<file path="src/rtl/pcpc_pkg.sv">
package pcpc_pkg;

  // Command codes of an input transaction
  localparam logic [1:0] CMD_LOAD    = 2'd0;
  localparam logic [1:0] CMD_ENCRYPT = 2'd1;
  localparam logic [1:0] CMD_DECRYPT = 2'd2;

  // Fixed field widths
  localparam int unsigned CMD_W   = 2;
  localparam int unsigned INDEX_W = 7;
  localparam int unsigned CHAR_W  = 8;

  // Per-cell control from the sequencer
  typedef struct packed {
    logic shift;   // take the neighbor's entry (ring rotates one place)
    logic write;   // take the load data
  } cell_ctrl_t;

endpackage

</file>
<file path="src/rtl/printable_char_progressive_cipher.sv">
// Progressive substitution cipher over ALPHABET_SIZE characters starting at
// ALPHABET_BASE (32..126 by default). The base permutation lives in a ring of
// ALPHABET_SIZE cells that rotates one place per cycle; the cell at the head
// is the only one compared or read. Per transaction: a load, an unused
// command or a character outside the alphabet goes straight to the done
// state; an encrypt makes one full turn of the ring and keeps the match with
// the lowest row place; a decrypt turns the ring until the wanted entry
// reaches the head. Each result then passes through the done state into
// the output register. A new transaction is taken once the previous one
// has moved into the output register, so the result may wait there while
// the next one runs.
// Reset loads the identity permutation and message position zero at once.
module printable_char_progressive_cipher #(
  parameter int unsigned ALPHABET_SIZE = 95,
  parameter int unsigned ALPHABET_BASE = 32
) (
  input  logic                            clk,
  input  logic                            rst_n,
  input  logic                            in_valid,
  output logic                            in_ready,
  input  logic [pcpc_pkg::CMD_W-1:0]      in_command,
  input  logic [pcpc_pkg::INDEX_W-1:0]    in_table_index,
  input  logic [pcpc_pkg::CHAR_W-1:0]     in_char_in,
  input  logic                            in_last_char,
  output logic                            out_valid,
  input  logic                            out_ready,
  output logic [pcpc_pkg::CHAR_W-1:0]     out_char_out,
  output logic                            out_error_flag
);

  localparam int unsigned AW = (ALPHABET_SIZE > 1) ? $clog2(ALPHABET_SIZE) : 1;
  localparam logic [AW-1:0] LAST = AW'(ALPHABET_SIZE - 1);
  localparam logic [AW:0]   SIZE_X = (AW+1)'(ALPHABET_SIZE);
  localparam int unsigned   CW = pcpc_pkg::CHAR_W;

  localparam logic [1:0] S_IDLE   = 2'd0;
  localparam logic [1:0] S_SEARCH = 2'd1;
  localparam logic [1:0] S_ALIGN  = 2'd2;
  localparam logic [1:0] S_DONE   = 2'd3;

  logic [1:0]    state_r, state_nxt;
  logic [AW-1:0] pos_r, pos_nxt;     // message position
  logic [AW-1:0] rot_r, rot_nxt;     // logical entry held at the head cell
  logic [AW-1:0] key_r, key_nxt;     // encrypt: offset sought; decrypt: target entry
  logic [AW-1:0] j_r, j_nxt;         // row place of the head entry
  logic [AW-1:0] cnt_r, cnt_nxt;     // compares left in the turn
  logic [AW-1:0] best_r, best_nxt;
  logic          found_r, found_nxt;
  logic [CW-1:0] res_char_r, res_char_nxt;
  logic          res_err_r, res_err_nxt;
  logic          out_valid_r, out_valid_nxt;
  logic [CW-1:0] out_char_r, out_char_nxt;
  logic          out_err_r, out_err_nxt;

  logic          shift;
  logic          load_we;
  logic [AW-1:0] wr_phys;
  logic [AW-1:0] cell_data [ALPHABET_SIZE];
  logic [AW-1:0] head;

  // Input decode
  logic [CW:0]   ch_diff;
  logic          ch_ok;
  logic [AW-1:0] off;
  logic          idx_ok;
  logic [AW-1:0] idx_a;
  logic [AW:0]   row_diff;
  logic [AW:0]   dec_sum;
  logic [AW:0]   phys_diff;
  logic          hit;
  logic          accept;

  assign head    = cell_data[0];
  assign accept  = in_valid && in_ready;
  assign ch_diff = {1'b0, in_char_in} - (CW+1)'(ALPHABET_BASE);
  assign ch_ok   = (in_char_in >= CW'(ALPHABET_BASE)) &&
                   (ch_diff < (CW+1)'(ALPHABET_SIZE));
  assign off     = ch_diff[AW-1:0];
  assign idx_ok  = {1'b0, in_table_index} < (pcpc_pkg::INDEX_W+1)'(ALPHABET_SIZE);
  assign idx_a   = in_table_index[AW-1:0];

  // Modular differences and sums, one compare-subtract each
  always_comb begin
    row_diff = (rot_r >= pos_r) ? ({1'b0, rot_r} - {1'b0, pos_r})
                                : ({1'b0, rot_r} + SIZE_X - {1'b0, pos_r});
    dec_sum  = {1'b0, pos_r} + {1'b0, off};
    if (dec_sum >= SIZE_X) begin
      dec_sum = dec_sum - SIZE_X;
    end
    phys_diff = (idx_a >= rot_r) ? ({1'b0, idx_a} - {1'b0, rot_r})
                                 : ({1'b0, idx_a} + SIZE_X - {1'b0, rot_r});
  end
  assign wr_phys = phys_diff[AW-1:0];

  assign hit   = (state_r == S_SEARCH) && (head == key_r) && (!found_r || (j_r < best_r));
  assign shift = (state_r == S_SEARCH) || ((state_r == S_ALIGN) && (rot_r != key_r));
  assign load_we = accept && (in_command == pcpc_pkg::CMD_LOAD) && idx_ok && ch_ok;
  assign in_ready = (state_r == S_IDLE);

  // Sequencer
  always_comb begin
    state_nxt     = state_r;
    pos_nxt       = pos_r;
    key_nxt       = key_r;
    j_nxt         = j_r;
    cnt_nxt       = cnt_r;
    best_nxt      = best_r;
    found_nxt     = found_r;
    res_char_nxt  = res_char_r;
    res_err_nxt   = res_err_r;
    out_valid_nxt = out_valid_r;
    out_char_nxt  = out_char_r;
    out_err_nxt   = out_err_r;
    rot_nxt       = shift ? ((rot_r == LAST) ? '0 : rot_r + 1'b1) : rot_r;

    // Drop the delivered result
    if (out_valid_r && out_ready) begin
      out_valid_nxt = 1'b0;
    end

    unique case (state_r)
      S_IDLE: begin
        if (accept) begin
          res_char_nxt = '0;
          res_err_nxt  = 1'b0;
          state_nxt    = S_DONE;
          unique case (in_command)
            pcpc_pkg::CMD_LOAD: begin
              res_err_nxt = !(idx_ok && ch_ok);
            end
            pcpc_pkg::CMD_ENCRYPT: begin
              if (ch_ok) begin
                key_nxt   = off;
                j_nxt     = row_diff[AW-1:0];
                cnt_nxt   = LAST;
                found_nxt = 1'b0;
                best_nxt  = '0;
                state_nxt = S_SEARCH;
              end else begin
                res_err_nxt = 1'b1;
              end
            end
            pcpc_pkg::CMD_DECRYPT: begin
              if (ch_ok) begin
                key_nxt   = dec_sum[AW-1:0];
                state_nxt = S_ALIGN;
              end else begin
                res_err_nxt = 1'b1;
              end
            end
            default: begin
            end
          endcase
          // Advance the position on every cipher transaction, back to zero after the last character
          if ((in_command == pcpc_pkg::CMD_ENCRYPT) ||
              (in_command == pcpc_pkg::CMD_DECRYPT)) begin
            pos_nxt = (in_last_char || (pos_r == LAST)) ? '0 : pos_r + 1'b1;
          end
        end
      end
      S_SEARCH: begin
        if (hit) begin
          found_nxt = 1'b1;
          best_nxt  = j_r;
        end
        j_nxt = (j_r == LAST) ? '0 : j_r + 1'b1;
        if (cnt_r == '0) begin
          state_nxt = S_DONE;
          if (hit || found_r) begin
            res_char_nxt = CW'(hit ? j_r : best_r) + CW'(ALPHABET_BASE);
            res_err_nxt  = 1'b0;
          end else begin
            res_char_nxt = '0;
            res_err_nxt  = 1'b1;
          end
        end else begin
          cnt_nxt = cnt_r - 1'b1;
        end
      end
      S_ALIGN: begin
        if (rot_r == key_r) begin
          res_char_nxt = CW'(head) + CW'(ALPHABET_BASE);
          res_err_nxt  = 1'b0;
          state_nxt    = S_DONE;
        end
      end
      S_DONE: begin
        // Hand over once the output register is free
        if (!out_valid_r || out_ready) begin
          out_valid_nxt = 1'b1;
          out_char_nxt  = res_char_r;
          out_err_nxt   = res_err_r;
          state_nxt     = S_IDLE;
        end
      end
      default: begin
        state_nxt = S_IDLE;
      end
    endcase
  end

  always_ff @(posedge clk) begin
    if (!rst_n) begin
      state_r     <= S_IDLE;
      pos_r       <= '0;
      rot_r       <= '0;
      out_valid_r <= 1'b0;
    end else begin
      state_r     <= state_nxt;
      pos_r       <= pos_nxt;
      rot_r       <= rot_nxt;
      out_valid_r <= out_valid_nxt;
    end
  end

  always_ff @(posedge clk) begin
    key_r      <= key_nxt;
    j_r        <= j_nxt;
    cnt_r      <= cnt_nxt;
    best_r     <= best_nxt;
    found_r    <= found_nxt;
    res_char_r <= res_char_nxt;
    res_err_r  <= res_err_nxt;
    out_char_r <= out_char_nxt;
    out_err_r  <= out_err_nxt;
  end

  // Ring of cells, rotating left: each cell takes its right neighbor
  for (genvar p = 0; p < ALPHABET_SIZE; p++) begin : g_cell
    localparam int unsigned NX = (p + 1) % ALPHABET_SIZE;
    pcpc_pkg::cell_ctrl_t ctrl;
    assign ctrl.shift = shift;
    assign ctrl.write = load_we && (wr_phys == AW'(p));
    pcpc_cell #(
      .W    (AW),
      .INIT (p)
    ) u_cell (
      .clk      (clk),
      .rst_n    (rst_n),
      .ctrl     (ctrl),
      .nbr_data (cell_data[NX]),
      .wr_data  (off),
      .data     (cell_data[p])
    );
  end

  assign out_valid      = out_valid_r;
  assign out_char_out   = out_char_r;
  assign out_error_flag = out_err_r;

  // Checks
  a_pos_range: assert property (@(posedge clk) disable iff (!rst_n)
    pos_r <= LAST)
    else $error("message position out of range");

  a_no_shift_idle: assert property (@(posedge clk) disable iff (!rst_n)
    (state_r == S_IDLE || state_r == S_DONE) |-> !shift)
    else $error("ring rotated outside a search");

  a_align_done: assert property (@(posedge clk) disable iff (!rst_n)
    (state_r == S_ALIGN && rot_r == key_r) |=> (state_r == S_DONE))
    else $error("aligned decrypt did not finish");

  a_error_zero: assert property (@(posedge clk) disable iff (!rst_n)
    (out_valid_r && out_err_r) |-> (out_char_r == '0))
    else $error("error result carries a character");

endmodule

</file>
<file path="src/rtl/pcpc_cell.sv">
module pcpc_cell #(
  parameter int unsigned W    = 7,
  parameter int unsigned INIT = 0
) (
  input  logic                  clk,
  input  logic                  rst_n,
  input  pcpc_pkg::cell_ctrl_t  ctrl,
  input  logic [W-1:0]          nbr_data,
  input  logic [W-1:0]          wr_data,
  output logic [W-1:0]          data
);

  logic [W-1:0] data_r;
  logic [W-1:0] data_nxt;

  // Load beats rotation; the sequencer never asks for both
  always_comb begin
    data_nxt = data_r;
    if (ctrl.write) begin
      data_nxt = wr_data;
    end else if (ctrl.shift) begin
      data_nxt = nbr_data;
    end
  end

  always_ff @(posedge clk) begin
    if (!rst_n) begin
      data_r <= W'(INIT);
    end else begin
      data_r <= data_nxt;
    end
  end

  assign data = data_r;

endmodule
</file>
<file path="config.mk">
export PLATFORM = sky130hd
export DESIGN_NAME = printable_char_progressive_cipher
export DESIGN_NICKNAME = d
export VERILOG_FILES = /design/src/rtl/pcpc_pkg.sv /design/src/rtl/printable_char_progressive_cipher.sv /design/src/rtl/pcpc_cell.sv
export SDC_FILE = /design/constraint.sdc
export NUM_CORES = 2
export LEC_CHECK = 0
export ABC_AREA = 1
export BUFFER_PORTS_ARGS = -buffer_cell sky130_fd_sc_hd__buf_2
export CAP_MARGIN = 25
export CORE_MARGIN = 5
export CORE_UTILIZATION = 64
export DETAILED_ROUTE_END_ITERATION = 8
export PLACE_DENSITY = 0.79
export SLEW_MARGIN = 20
export SYNTH_ARGS = -nofsm -noshare
export SYNTH_HDL_FRONTEND = slang
export SYNTH_SLANG_ARGS = --single-unit
export TNS_END_PERCENT = 1
</file>
<file path="constraint.sdc">
create_clock -name clk -period 5 [get_ports clk]
set_input_delay 1.25 -clock clk [delete_from_list [all_inputs] [get_ports clk]]
set_output_delay 1.25 -clock clk [all_outputs]
set_load 0.01 [all_outputs]
</file>
## After elaboration in Yosys (flattened, before gate mapping)

Cells that the tools add are included.

- Mux-type cells: 242
- $add $sub $neg: 15
- Reduce and logical (&&, ||, !) cells: 225
- Magnitude comparators: 7
- Equal/unequal tests: 115

Operators with widths:

| kind | number |
|---|---|
| 7-bit two-way mux | 210 |
| 7-bit equality test, second input constant | 34 |
| 7-bit by 6-bit equality test with 1-bit output, second input constant | 32 |
| 2-bit nonzero test | 97 |
| 7-bit by 5-bit equality test with 1-bit output, second input constant | 16 |
| 1-bit logical AND | 105 |
| 7-bit by 4-bit equality test with 1-bit output, second input constant | 8 |
| 7-bit case mux with 2 select lines | 4 |
| 8-bit two-way mux | 4 |
| 7-bit by 3-bit equality test with 1-bit output, second input constant | 4 |
| 7-bit subtractor | 4 |
| 8-bit case mux with 3 select lines | 1 |
| 7-bit by 1-bit adder with 7-bit output, second input constant | 3 |
| 7-bit by 6-bit adder with 8-bit output, second input constant | 2 |
| 5-bit AND reduction | 3 |
| 7-bit adder, second input constant | 2 |
| 7-bit by 2-bit equality test with 1-bit output, second input constant | 2 |
| 7-bit equality test | 2 |
| 7-bit >= comparator | 2 |
| 7-bit zero test | 2 |
| 1-bit two-way mux | 13 |
| 4-bit AND reduction | 3 |
| 2-bit two-way mux | 5 |
| 2-bit by 1-bit inequality test with 1-bit output, second input constant | 5 |
| 25 further kinds | 41 |

- Register bits: 729
- Logic and storage cells: 712
- Input port bits: 22
- Output and inout port bits: 11

## Longest topological paths before layout

- Depth after elaboration: 8
- Gate-level depth with buffers: 19
- Gate-level depth less buffers: 18

## Hierarchy

A second synthesis with hierarchy kept.

- Cell total of the unflattened synthesis: 5420
- Area, all modules: 37669.9 µm²

Modules (own cells, without submodules):

| module | area each (µm²) | instances | cells each |
|---|---|---|---|
| pcpc_cell (g_cell[11].u_cell ...) | 329.1 | 30 | 48 |
| pcpc_cell (g_cell[15].u_cell ...) | 321.6 | 25 | 46 |
| pcpc_cell (g_cell[10].u_cell ...) | 334.1 | 20 | 50 |
| printable_char_progressive_cipher | 6481.2 | 1 | 894 |
| pcpc_cell (g_cell[31].u_cell ...) | 314.1 | 11 | 44 |
| pcpc_cell (g_cell[16].u_cell ...) | 351.6 | 7 | 51 |
| pcpc_cell (g_cell[0].u_cell) | 357.8 | 1 | 53 |
| pcpc_cell (g_cell[63].u_cell) | 322.8 | 1 | 42 |

## Worst setup path after synthesis

No wires, ideal clock.

- Kind: in2reg
- Start: input in_char_in[5] (netlist bit)
- End: register best_r[0], enable pin
- Stages: 12
- Data arrival time: 3.576 ns
- Path buffers: 1
- Required time: 4.625 ns
- Setup slack: 1.048 ns
- Cell sequence: inv_1 clkbuf_1 ha_1 ha_1 nand2_1 a31oi_1 nand3_2 nand2_1 o21ai_0 a21oi_1 inv_1 a21oi_1

- Word-level cells in the longest chain between the ends: 5
- Elaborated cells on any way between the ends: 6
- Classes of those cells: add/sub: 1; order compare: 2; eq/ne: 1; reduce/logical: 2

Ends and longest elaborated chain:

| element | RTL line | source |
|---|---|---|
| start, declared | printable_char_progressive_cipher.sv:23 | `input logic [pcpc_pkg::CHAR_W-1:0] in_char_in,` |
| 8-bit by 6-bit subtractor with 9-bit output | printable_char_progressive_cipher.sv:75 | `assign ch_diff = {1'b0, in_char_in} - (CW+1)'(ALPHABET_BASE);` |
| 9-bit by 7-bit < comparator with 1-bit output | printable_char_progressive_cipher.sv:77 | `(ch_diff < (CW+1)'(ALPHABET_SIZE));` |
| 1-bit logical AND * | printable_char_progressive_cipher.sv:76 | `assign ch_ok = (in_char_in >= CW'(ALPHABET_BASE)) &&` |
| 2-bit by 1-bit inequality test with 1-bit output (no line) * | -- |  |
| 5-bit AND reduction (no line) * | -- |  |
| end signal, assigned | printable_char_progressive_cipher.sv:220 | `best_r <= best_nxt;` |
| end, declared | printable_char_progressive_cipher.sv:47 | `logic [AW-1:0] best_r, best_nxt;` |

Every way passes the cells marked *; elsewhere a longest branch is shown, timed or not.
A chain may end at the register's enable or synchronous reset.

## Worst setup path in the final report

- Start: register rot_r[1]
- End: register g_cell[9].u_cell.data_r[3]

- Word-level cells in the longest chain between the ends: 5
- Elaborated cells on any way between the ends: 11
- Classes of those cells: add/sub: 2; order compare: 1; eq/ne: 2; mux: 2; reduce/logical: 4

Ends and longest elaborated chain:

| element | RTL line | source |
|---|---|---|
| start, declared | printable_char_progressive_cipher.sv:43 | `logic [AW-1:0] rot_r, rot_nxt;` |
| start signal, assigned | printable_char_progressive_cipher.sv:211 | `rot_r <= rot_nxt;` |
| 7-bit subtractor, or another cell as far along | printable_char_progressive_cipher.sv:91 | `: ({1'b0, idx_a} + SIZE_X - {1'b0, rot_r});` |
| 7-bit two-way mux | printable_char_progressive_cipher.sv:90 | `phys_diff = (idx_a >= rot_r) ? ({1'b0, idx_a} - {1'b0, rot_r})` |
| 7-bit by 4-bit equality test with 1-bit output | printable_char_progressive_cipher.sv:233 | `assign ctrl.write = load_we && (wr_phys == AW'(p));` |
| 1-bit logical AND | printable_char_progressive_cipher.sv:233 |  |
| 7-bit two-way mux / 2-bit nonzero test (equally long branches) | -- |  |
| end signal, assigned | pcpc_cell.sv:28 | `data_r <= W'(INIT);` |
| end signal, assigned | pcpc_cell.sv:30 | `data_r <= data_nxt;` |
| end, declared | pcpc_cell.sv:13 | `logic [W-1:0] data_r;` |

Several ways; a longest one is shown, not always the timed one.

==> metrics <==
routed via count divided by cell count=between 5 and 6; clock slew at the register clock pins of the worst setup and hold paths=around 60 ps; hold violation count in the final report=0; die width=254 µm; final-report setup violation count=0; proportion of synthesized chip area in sequential cells=0.395; count of inserted antenna diode cells=0; via count of the first global-routing pass=33200; Post-Synthesis Mean Instance Area=between 6 and 7 µm²; number of storage elements in the synthesis netlist=729; nets=5541; most frequent cells in the layout=1910 x sky130_fd_sc_hd__nand2_1, 1382 x sky130_fd_sc_hd__nand3_1, 682 x sky130_fd_sc_hd__dfxtp_1; number of antenna violations at the first check in global routing=2; final WL=110 mm; Max Fanout on Critical Path=21; worst slack at placement=417 ps; Yosys Warn Count=0; Met2 Wirelength=47.0 mm; Final WS setup=924 ps; number of synthesized flops with an enable pin=47; effective utilization at floorplan=0.647; count of unresolved DRC violations after routing=0; fraction of final layout cells with drive strength greater than 1=0.0684; root buffer cell=sky130_fd_sc_hd__clkbuf_16; count of buffers inserted at the top-level ports=32; outcome=completed; required time of the critical path=5490 ps; TritonCTS clock tree=yes; worst hold slack=417 ps; number of detailed-routing iterations run before antenna repair=6; clock sink count=729; category of the most critical setup path=flip-flop to flip-flop; commonest non-fill, non-tap cell in the layout=sky130_fd_sc_hd__nand2_1; maximum frequency from static timing analysis=0.245 GHz; Layout Area Growth over Synthesis=7.47%; detailed router's first-iteration violation count=around 4500; I/O pin count=33; total setup buffers inserted after CTS=0; FFs w/ async S/R, synth=0; grt total ovfl=0; final worst path period need=~4100 ps; max_slew headroom=0.302; setup skew after layout=26.0 ps; largest net degree at the start of global routing=176; post-cts hold buffer count=0; slowest library cell on the worst path=sky130_fd_sc_hd__dfxtp_1; critical path startpoint category=flip-flop; Max Buffers Root-to-Sink=3; Clock H-tree levels=3; final slew viol count=0; final weighted congestion of routability-driven global placement=0.915; routed length on met3=10.7 mm; worst min-delay path class=flip-flop to flip-flop; floorplan core area=59000 µm²; clock latency at the later pin of the worst-skew pair=630 ps; cell row count=roughly 90; arrival time of the worst setup path=around 4600 ps; die extent in y=around 250 µm; total via count after detailed routing=37500; Worst IR Drop VDD=0.000381 V; Mapped Nets=a little under 6000; Pleak=approximately 19 nW; instance count of the mapped netlist=5709; RSZ-0062 raised after global routing=no; power per cell area=539 nW/µm²; highest routed metal layer=met5; number of buffers created by CTS=79; number of max-capacitance violations reported=0; most used flip-flop cell after synthesis=sky130_fd_sc_hd__dfxtp_1; routed metal-1 wire length=48.5 mm; actual slew at the worst max-slew pin=1050 ps; cells along the critical path=inv_1 > ha_1 > ha_1 > inv_1 > fa_1 > xnor2_1 > nor2_1 > nor2_4 > nand2_2 > nor2_2 > buf_4 > nand2_1 > o21ai_0 > nand3_1; quantity of gates resized following cts=0; post-route clock period utilization=0.815; final antenna-violating net count=0; crit path buf inv count=3; detailed-route wire length per cell=17.5 µm; capturing element type of the critical path=flip-flop; final sum of negative setup slack=0 ps; post-synthesis cell area=around 38000 µm²; Crit path largest cell delay=between 400 and 500 ps; total die area=64600 µm²; detailed-placement wirelength estimate=64.3 mm; number of distinct library cells after synthesis=between 40 and 50; cell type group with the largest total delay on the critical path=simple AND/OR/NAND/NOR gates; wire length of the first global-routing pass=177 mm; GRT Resource Usage Total=0.327
power breakdown:
part / switching [mW] / total [mW] / leakage [nW] / internal [mW]
Clock: 2.42 / 5.82 / 1.29 / 3.40
Sequential: 0.793 / 8.08 / 6.02 / 7.28
Combinational: 5.30 / 8.20 / 11.4 / 2.90
routing by layer:
metal  vias to the layer above  GRT usage
li1                      18500          -
met4                         2      0.105
met5                         -          0
met3                       227     0.0579
met1                     17000      0.485
met2                      1696      0.485
cells by family (layout without fill, tap and decap cells):
kind of cell	after synthesis	after routing	share of synthesized area
AOI/OAI and AO/OA	764	764	0.101
adders and majority gates	77	77	0.0278
DFF	729	729	0.395
xor gates and xnor gates	37	37	0.00849
and+or+nand+nor	3488	3488	0.401
buffers and inverters	614	405	0.0672
final cells by class:
cell class / count / area [µm²]
multi-input combinational: 4366 / 20600
fill: 5211 / 18000
sequential: 729 / 15100
clock buffer: 116 / 2420
timing repair buffer: 136 / 1320
tap: 773 / 967
inverter: 130 / 495
clock inverter: 23 / 159
synth_stat cells (20+ instances only):
master | number | area share
sky130_fd_sc_hd__a21oi_1 | 414 | 0.054
sky130_fd_sc_hd__buf_1 | 47 | 0.0046
sky130_fd_sc_hd__buf_2 | 135 | 0.018
sky130_fd_sc_hd__clkbuf_1 | 284 | 0.028
sky130_fd_sc_hd__dfxtp_1 | 682 | 0.36
sky130_fd_sc_hd__edfxtp_1 | 47 | 0.037
sky130_fd_sc_hd__ha_1 | 64 | 0.021
sky130_fd_sc_hd__inv_1 | 126 | 0.012
sky130_fd_sc_hd__nand2_1 | 1911 | 0.19
sky130_fd_sc_hd__nand2_2 | 70 | 0.011
sky130_fd_sc_hd__nand3_1 | 1382 | 0.18
sky130_fd_sc_hd__nor2_1 | 60 | 0.0059
sky130_fd_sc_hd__o21ai_0 | 160 | 0.021
sky130_fd_sc_hd__o21ai_1 | 171 | 0.022
sky130_fd_sc_hd__xor2_1 | 20 | 0.0046
sequential cells by signal (all words and copies together) (netlist names):
signal and cells:
j_r 7, rot_r 7, out_error_flag 1, res_char_r 8, best_r 7, pos_r 7, state_r 2, found_r 1
key_r 7, out_valid 1, g_cell.u_cell.data 665, cnt_r 7, out_char_out 8, res_err_r 1
path summary, 6_finish.rpt:
kind	startpoint	endpoint	slack [ps]	cells after the start
max reg2reg	rot_r[1]$_SDFFE_PN0P_	g_cell[9].u_cell.data[3]$_SDFFE_PN1P_	920	14
min reg2reg	res_char_r[4]$_DFFE_PP_	out_char_out[4]$_DFFE_PP_	420	0
max	rot_r[1]$_SDFFE_PN0P_	g_cell[9].u_cell.data[3]$_SDFFE_PN1P_	920	14
min	res_char_r[4]$_DFFE_PP_	out_char_out[4]$_DFFE_PP_	420	0
metrics by stage:
step / utilization / cell area, µm² / instances / power [mW]
after global placement: 0.651 / 38400 / 6133 / 16.0
final: 0.695 / 41000 / 6273 / 22.1
after floorplan: - / 38200 / 5709 / 14.1
after detailed placement: 0.651 / 38400 / 6133 / 16.1
after global routing: 0.695 / 41000 / 6273 / 23.6
after CTS: 0.695 / 41000 / 6272 / 22.0
(Power assumes the default switching activity.)
